==> config.mk <==
export PLATFORM = sky130hd
export DESIGN_NAME = event_dedup_window_filter
export DESIGN_NICKNAME = d
export VERILOG_FILES = /design/src/hdl/edwf_pkg.sv /design/src/hdl/edwf_history.sv /design/src/hdl/event_dedup_window_filter.sv
export SDC_FILE = /design/constraint.sdc
export NUM_CORES = 2
export LEC_CHECK = 0
export BUFFER_PORTS_ARGS = -buffer_cell sky130_fd_sc_hd__buf_2
export CORE_AREA = 2 2 265 332
export CTS_BUF_LIST = sky130_fd_sc_hd__clkbuf_16
export DETAILED_ROUTE_END_ITERATION = 6
export DIE_AREA = 0 0 267 334
export HOLD_SLACK_MARGIN = 0.03
export PLACE_DENSITY = 0.84
export SYNTH_ARGS = -nofsm -noshare
export SYNTH_HDL_FRONTEND = slang
export SYNTH_SLANG_ARGS = --single-unit
==> constraint.sdc <==
create_clock -name clk -period 15.5 [get_ports clk]
set_clock_uncertainty 0.2 [all_clocks]
set_input_delay 0 -clock clk [delete_from_list [all_inputs] [get_ports clk]]
set_output_delay 0 -clock clk [all_outputs]
set_load 0.02 [all_outputs]
==> src/hdl/edwf_pkg.sv <==
`timescale 1ns / 1ps
// Shared types and constants for the event duplicate window filter.
package edwf_pkg;

  // History depth default (1 to 256 entries)
  localparam int HISTORY_DEPTH_DEF = 16;

  // Configuration register map
  localparam int          CFG_IDX_W   = 2;
  localparam logic [1:0]  CFG_TOL_IDX = 2'd0;
  localparam logic [1:0]  CFG_END_IDX = 2'd1;

  // Register reset values: 50 ms tolerance
  localparam logic [15:0] TOL_RESET = 16'd50;
  localparam logic [7:0]  END_RESET = 8'd0;

  // Result status codes
  localparam logic [1:0] ST_STORED  = 2'd0;
  localparam logic [1:0] ST_DUP     = 2'd1;
  localparam logic [1:0] ST_IGNORED = 2'd2;

  typedef enum logic [1:0] {
    S_IDLE,
    S_SCAN,
    S_STORE,
    S_RESULT
  } state_t;

  // One history entry: time plus type and participant list
  typedef struct packed {
    logic [31:0] ts;
    logic [7:0]  ev_type;
    logic [1:0]  cnt;
    logic [15:0] id0;
    logic [15:0] id1;
  } hist_entry_t;

endpackage

==> src/hdl/edwf_history.sv <==
`timescale 1ns / 1ps
// History ring: entry memory, write pointer and fill count.
module edwf_history #(
  parameter int DEPTH = 16,
  localparam int AW = (DEPTH > 1) ? $clog2(DEPTH) : 1,
  localparam int CW = $clog2(DEPTH + 1)
) (
  input  logic                  clk,
  input  logic                  rst_n,
  input  logic                  wr_en,
  input  edwf_pkg::hist_entry_t wr_entry,
  input  logic [AW-1:0]         rd_addr,
  output edwf_pkg::hist_entry_t rd_entry,
  output logic [CW-1:0]         fill
);
  import edwf_pkg::*;

  hist_entry_t   hist_mem [DEPTH];
  hist_entry_t   rd_entry_r;
  logic [AW-1:0] wr_ptr_r;
  logic [AW-1:0] wr_ptr_nxt;
  logic [CW-1:0] fill_r;
  logic [CW-1:0] fill_nxt;

  always_ff @(posedge clk) begin
    if (wr_en) begin
      hist_mem[wr_ptr_r] <= wr_entry;
    end
    rd_entry_r <= hist_mem[rd_addr];
  end

  always_comb begin
    wr_ptr_nxt = wr_ptr_r;
    fill_nxt   = fill_r;
    if (wr_en) begin
      if (wr_ptr_r == AW'(DEPTH - 1)) begin
        wr_ptr_nxt = '0;
      end else begin
        wr_ptr_nxt = wr_ptr_r + AW'(1);
      end
      if (fill_r != CW'(DEPTH)) begin
        fill_nxt = fill_r + CW'(1);
      end
    end
  end

  // entries 0 .. fill-1 are live: the ring fills in order from entry 0
  always_ff @(posedge clk) begin
    if (!rst_n) begin
      wr_ptr_r <= '0;
      fill_r   <= '0;
    end else begin
      wr_ptr_r <= wr_ptr_nxt;
      fill_r   <= fill_nxt;
    end
  end

  assign rd_entry = rd_entry_r;
  assign fill     = fill_r;

endmodule

==> src/hdl/event_dedup_window_filter.sv <==
`timescale 1ns / 1ps
// Event duplicate window filter: top level with scan sequencer and compare unit.
//
//  channel | handshake            | payload
//  --------+----------------------+-----------------------------------------
//  in      | in_valid / in_ready  | event type, timestamp, cause, effect
//  out     | out_valid / out_ready| status, stream_ended
//  cfg     | cfg_valid / cfg_ready| cfg_index, cfg_data (tolerance, end type)
//
// One item at a time. An item is accepted, compared against each live
// history entry in turn through the shared time/tag compare unit (fed by the
// registered memory read port), stored and given a result; the scan stops
// early on a duplicate, which is not stored.
// Items after the end event go straight from accept to the result.
// Reset (synchronous, rst_n low) empties the ring at once via the fill count.
// A result waiting on out_ready holds the sequencer in its result state;
// an earlier result still pending does not block acceptance of the next item.
module event_dedup_window_filter #(
  parameter int HISTORY_DEPTH = edwf_pkg::HISTORY_DEPTH_DEF
) (
  input  logic                          clk,
  input  logic                          rst_n,
  // input items
  input  logic                          in_valid,
  output logic                          in_ready,
  input  logic [7:0]                    in_event_type,
  input  logic [31:0]                   in_timestamp_ms,
  input  logic                          in_cause_present,
  input  logic [3:0]                    in_cause_slot,
  input  logic [15:0]                   in_cause_name_id,
  input  logic                          in_effect_present,
  input  logic [3:0]                    in_effect_slot,
  input  logic [15:0]                   in_effect_name_id,
  // result items
  output logic                          out_valid,
  input  logic                          out_ready,
  output logic [1:0]                    out_status,
  output logic                          out_stream_ended,
  // configuration writes
  input  logic                          cfg_valid,
  output logic                          cfg_ready,
  input  logic [edwf_pkg::CFG_IDX_W-1:0] cfg_index,
  input  logic [15:0]                   cfg_data
);
  import edwf_pkg::*;

  localparam int AW = (HISTORY_DEPTH > 1) ? $clog2(HISTORY_DEPTH) : 1;
  localparam int CW = $clog2(HISTORY_DEPTH + 1);

  state_t        state_r, state_nxt;
  logic [AW-1:0] cmp_idx_r, cmp_idx_nxt;
  logic [1:0]    res_status_r, res_status_nxt;
  logic          ended_r, ended_nxt;
  logic [15:0]   tol_r;
  logic [7:0]    end_type_r;
  logic          out_valid_r, out_valid_nxt;
  logic [1:0]    out_status_r, out_status_nxt;
  logic          out_ended_r, out_ended_nxt;

  // latched item (payload, no reset)
  hist_entry_t   item_r, item_nxt;

  // history ring
  logic          wr_en;
  logic [AW-1:0] rd_addr;
  hist_entry_t   rd_entry;
  logic [CW-1:0] fill;

  // compare unit
  logic [32:0]   diff_a;
  logic [32:0]   diff_b;
  logic [31:0]   abs_diff;
  logic          near;
  logic          ids_match;
  logic          hit;
  logic          last_entry;

  // item intake
  logic          in_acc;
  logic          eff_listed;
  hist_entry_t   new_entry;

  edwf_history #(
    .DEPTH (HISTORY_DEPTH)
  ) u_history (
    .clk      (clk),
    .rst_n    (rst_n),
    .wr_en    (wr_en),
    .wr_entry (item_r),
    .rd_addr  (rd_addr),
    .rd_entry (rd_entry),
    .fill     (fill)
  );

  assign in_ready  = (state_r == S_IDLE);
  assign in_acc    = in_valid && in_ready;
  assign cfg_ready = 1'b1;

  // participant list: cause first, effect only if its slot differs
  assign eff_listed = in_effect_present && (in_effect_slot != in_cause_slot);

  always_comb begin
    new_entry.ts      = in_timestamp_ms;
    new_entry.ev_type = in_event_type;
    new_entry.cnt     = 2'({1'b0, in_cause_present} + {1'b0, eff_listed});
    new_entry.id0     = in_cause_present ? in_cause_name_id :
                        (eff_listed ? in_effect_name_id : 16'd0);
    new_entry.id1     = (in_cause_present && eff_listed) ? in_effect_name_id : 16'd0;
  end

  // shared compare unit, one stored entry per cycle
  assign diff_a   = {1'b0, rd_entry.ts} - {1'b0, item_r.ts};
  assign diff_b   = {1'b0, item_r.ts} - {1'b0, rd_entry.ts};
  assign abs_diff = diff_a[32] ? diff_b[31:0] : diff_a[31:0];
  assign near     = abs_diff < {16'd0, tol_r};

  // each new id must appear in the stored list; counts already equal
  always_comb begin
    case (item_r.cnt)
      2'd0:    ids_match = 1'b1;
      2'd1:    ids_match = (item_r.id0 == rd_entry.id0);
      2'd2:    ids_match = ((item_r.id0 == rd_entry.id0) || (item_r.id0 == rd_entry.id1)) &&
                           ((item_r.id1 == rd_entry.id0) || (item_r.id1 == rd_entry.id1));
      default: ids_match = 1'b0;
    endcase
  end

  assign hit = near && (rd_entry.ev_type == item_r.ev_type) &&
               (rd_entry.cnt == item_r.cnt) && ids_match;

  assign last_entry = ((CW'(cmp_idx_r) + CW'(1)) == fill);

  // next entry is requested while the current one is compared
  assign rd_addr = (state_r == S_SCAN) ? (cmp_idx_r + AW'(1)) : '0;
  assign wr_en   = (state_r == S_STORE);

  // sequencer
  always_comb begin
    state_nxt      = state_r;
    cmp_idx_nxt    = cmp_idx_r;
    res_status_nxt = res_status_r;
    ended_nxt      = ended_r;
    item_nxt       = item_r;
    out_valid_nxt  = out_valid_r && !out_ready;
    out_status_nxt = out_status_r;
    out_ended_nxt  = out_ended_r;

    unique case (state_r)
      S_IDLE: begin
        if (in_acc) begin
          item_nxt    = new_entry;
          cmp_idx_nxt = '0;
          if (ended_r) begin
            res_status_nxt = ST_IGNORED;
            state_nxt      = S_RESULT;
          end else if (fill == '0) begin
            state_nxt = S_STORE;
          end else begin
            state_nxt = S_SCAN;
          end
        end
      end
      S_SCAN: begin
        if (hit) begin
          res_status_nxt = ST_DUP;
          state_nxt      = S_RESULT;
        end else if (last_entry) begin
          state_nxt = S_STORE;
        end else begin
          cmp_idx_nxt = cmp_idx_r + AW'(1);
        end
      end
      S_STORE: begin
        res_status_nxt = ST_STORED;
        if (item_r.ev_type == end_type_r) begin
          ended_nxt = 1'b1;
        end
        state_nxt = S_RESULT;
      end
      S_RESULT: begin
        if (!out_valid_r || out_ready) begin
          out_valid_nxt  = 1'b1;
          out_status_nxt = res_status_r;
          out_ended_nxt  = ended_r;
          state_nxt      = S_IDLE;
        end
      end
      default: begin
        state_nxt = S_IDLE;
      end
    endcase
  end

  always_ff @(posedge clk) begin
    if (!rst_n) begin
      state_r     <= S_IDLE;
      ended_r     <= 1'b0;
      out_valid_r <= 1'b0;
    end else begin
      state_r     <= state_nxt;
      ended_r     <= ended_nxt;
      out_valid_r <= out_valid_nxt;
    end
  end

  always_ff @(posedge clk) begin
    item_r       <= item_nxt;
    cmp_idx_r    <= cmp_idx_nxt;
    res_status_r <= res_status_nxt;
    out_status_r <= out_status_nxt;
    out_ended_r  <= out_ended_nxt;
  end

  // configuration registers
  always_ff @(posedge clk) begin
    if (!rst_n) begin
      tol_r      <= TOL_RESET;
      end_type_r <= END_RESET;
    end else if (cfg_valid && cfg_ready) begin
      unique case (cfg_index)
        CFG_TOL_IDX: tol_r      <= cfg_data;
        CFG_END_IDX: end_type_r <= cfg_data[7:0];
        default:     ;
      endcase
    end
  end

  assign out_valid        = out_valid_r;
  assign out_status       = out_status_r;
  assign out_stream_ended = out_ended_r;

  // end of stream is sticky until reset
  a_ended_sticky: assert property (@(posedge clk) disable iff (!rst_n)
    ended_r |=> ended_r)
    else $error("end flag cleared without reset");

  // ignored items only ever report an ended stream, duplicates never do
  a_ignored_ended: assert property (@(posedge clk) disable iff (!rst_n)
    (out_valid && (out_status == ST_IGNORED)) |-> out_stream_ended)
    else $error("ignored item reported with stream not ended");

  a_dup_not_ended: assert property (@(posedge clk) disable iff (!rst_n)
    (out_valid && (out_status == ST_DUP)) |-> !out_stream_ended)
    else $error("duplicate reported with stream ended");

  // one item at a time: the intake is closed in the cycle after an accept
  a_one_item: assert property (@(posedge clk) disable iff (!rst_n)
    in_acc |=> !in_ready)
    else $error("intake reopened straight after an accept");

  a_fill_bound: assert property (@(posedge clk) disable iff (!rst_n)
    fill <= CW'(HISTORY_DEPTH))
    else $error("history fill count beyond depth");

endmodule

==> flow_summary.toml <==
[outcome]
outcome = "completed"

[clock_network]
htreeDepth = 3
clkSlewWorstSetupHoldPaths_ns = 0.06
tritoncts = "built"
cts.sinks = 1378
clockRootBuffer = "clkbuf_16"
cts_buffer_depth = 3
numCtsBuffers = 120
cts-resized-gates = 0
clkLatencyLatePin_ns = 0.74

[worst_hold_path]
hold_start = "in_valid"
min_path_cells = 4
holdCritPathClass = "in -> reg"
holdPathEnd = "res_status_r[0]"

[die]
start_util_pct = 66.2
die_h_um = 334
die_x_um = 267
placementRows = 121
io_pins = 111
die_area_mm2 = 0.0892
core_area_mm2 = 0.0864

[detailed_routing]
ant_nets = 0
vias_per_cell = 6.67
drc = 0
firstDrtPassIters = 6
routed_wirelength_mm = 150
drtIter0Drc = 4242
vias = 36000
wl_per_cell_um = 27.9

[sta]
relSlewSlack_pct = 24.5
drv_slew = 0
final.setup.tns_ns = 0
hold_violations = 0
finalSetupViolations = 0
setup_slack_ns = 8.64
post-route-period-util_pct = 44.3
finalCriticalPeriod_ns = 6.86
fin_hold_ws_ns = 0.133
rsz0062_at_grt = "false"
tightest_slew_ns = 1.13
max_clock_freq_mhz = 146

[critical_path]
worstPathArrival_ns = 7.02
crit_path_start = "item_r[43]"
reg2reg_from = "item_r[43]"
r2r_cells = 21
critPathLaunchType = "flip-flop"
worstPathRequired_ns = 15.66
critPathMaxFanout = 20
critical_path_class = "reg -> reg"
cp-end-kind = "flip-flop"
r2r-end = "res_status_r[1]"
reg2reg_slack_ns = 8.64

[finish]
fin_area_mm2 = 0.0652
drive_gt1_share_pct = 10.5
areaGrowthSynthToFinish_pct = 14.0
fill_cells = 4728
final_nets = 4309

[place]
dp_hpwl_mm = 74.6
dpl_cell_area_mm2 = 0.0588
pre_cts_ws_ns = 8.89
numPortBuffers = 109
place.gp.congestion = 0.944

[power]
ir_worst_vdd_v = 0.000174
power_density_mw_per_mm2 = 175
p_leak_nw = 23.1

[yosys]
synth_nets = 4010
netlist_area_mm2 = 0.0572
synth_top_area_cell = "edfxtp_1"
yosysMostFrequentCell = "edfxtp_1"
avgSynthCellArea_um2 = 15.0
netlist_instances = 3813
yosysSeqAreaShare_pct = 70.4
synthArstFlopShare_pct = 0
synth_cell_types = 72
synth-edff-count = 1267
synth_commonest_cells = "1267 x edfxtp_1, 423 x nand2_1, 314 x mux2i_1, 188 x clkbuf_1, 179 x a21oi_1"
synth_area_leaders = "edfxtp_1 67%, mux2i_1 5.5%, dfxtp_1 3.9%"
synth-seq-cells = 1378
synth_warnings = 0
synth-main-ff-cell = "edfxtp_1"
yosysTopAreaCellShare_pct = 66.5

[global_routing]
grt_pass1_wl_mm = 222
antenna_found_initial = 8
gr-total-overflow = 0
track_usage_pct = 33.8
grt_max_degree = 157
grt_pass1_vias = 36100

[run]
maxCapViolCount = 0
## worst max-delay path, stage by stage (launching register included)
cell,delay (ns)
edfxtp_1,0.74
inv_1,0.19
fa_1,0.50
a21o_1,0.17
a21oi_1,0.30
nand3b_1,0.33
a2111oi_4,0.17
nor3_4,0.52
buf_4,0.38
o211a_2,0.27
nor2_1,0.06
xor2_1,0.23
ha_1,0.31
a221oi_1,0.32
nand3_1,0.11
a2111oi_0,0.29
o21ai_0,0.17
a31oi_1,0.19
nand3_1,0.08
and4b_1,0.35
nand3_2,0.11
a221oi_1,0.48
## flip-flops by register name (all words and copies together), names as in the netlist
name / count
u_history.hist_mem: 1184
item_r: 74
u_history.rd_entry: 74
tol_r: 16
end_type_r: 8
u_history.fill: 5
cmp_idx_r: 4
u_history.wr_ptr_r: 4
out_status: 2
res_status_r: 2
state_r: 2
ended_r: 1
out_stream_ended: 1
out_valid: 1
## layer usage
layer,global-route usage (%),part of all wire [%]
met3,5.12,9.7
met1,42.2,35
met5,0,0.026
met4,18.9,5.7
met2,57.0,50
## cell families after synthesis
group / Yosys count / share of synthesized area, %
compound gates: 647 / 7.87
xor+xnor: 121 / 1.85
fa+ha+maj: 92 / 2.04
buf+inv: 320 / 2.19
flops: 1378 / 70.4
mux: 389 / 8.43
other cells: 1 / 0.00656
simple gates: 865 / 7.20
## how the worst max path moves through the flow
stage | end | slack (ns) | cells after the start
floorplan | res_status_r[0] | 10.01 | 23
global route | res_status_r[0] | 8.49 | 21
detailed placement | res_status_r[0] | 8.89 | 21
finish | res_status_r[1] | 8.64 | 21
CTS | res_status_r[1] | 8.83 | 21
global placement | res_status_r[0] | 9.09 | 22
## placed cells by master (no fill, tap or decap), types with 23 or more instances in the layout
cell	synthesis	routed
mux4_2	74	74
nor2b_1	152	152
o21ai_0	76	76
dfxtp_1	111	111
mux2i_1	314	314
a21oi_1	179	179
a311oi_1	149	149
a211oi_1	156	156
ha_1	90	90
xnor2_1	43	43
nor2_1	69	68
nand4_1	23	23
clkbuf_16	0	122
buf_2	10	109
nand2_1	423	421
buf_4	7	43
dlygate4sd3_1	0	245
nor3_1	89	89
clkinv_1	2	29
edfxtp_1	1267	1267
xor2_1	78	78
inv_1	95	120
## report_power, final
| group | leakage (nW) | internal, mW | switching [mW] | total (mW) |
|---|---|---|---|---|
| Sequential | 12.4 | 4.54 | 0.369 | 4.91 |
| Combinational | 8.65 | 1.27 | 2.20 | 3.48 |
| Clock | 2.01 | 1.65 | 1.36 | 3.01 |
## area by class of cell
class / count / area, µm² / share of cell area, %
diodes: 4 / 10.0 / 0.0154
clock buffers: 122 / 3050 / 4.68
clock inverters: 105 / 872 / 1.34
inverters: 97 / 377 / 0.578
multi-input cells: 2115 / 15800 / 24.2
flip-flops and latches: 1378 / 40300 / 61.8
well taps: 1168 / 1460 / 2.24
repair buffers: 400 / 3380 / 5.19
## per-stage QoR
stage / utilization [%] / total power, mW / cells
floorplan: - / 7.24 / 3813
global placement: 68.0 / 8.19 / 4913
detailed placement: 68.0 / 8.26 / 4913
CTS: 75.4 / 11.3 / 5385
global route: 75.4 / 11.8 / 5389
finish: 75.4 / 11.4 / 5389
## repair_timing
action,in CTS,in global routing
hold buffers,245,0
endpoints found under the hold margin,139,0
setup buffers,0,0
Note: power is estimated with default switching activity, not from simulation.
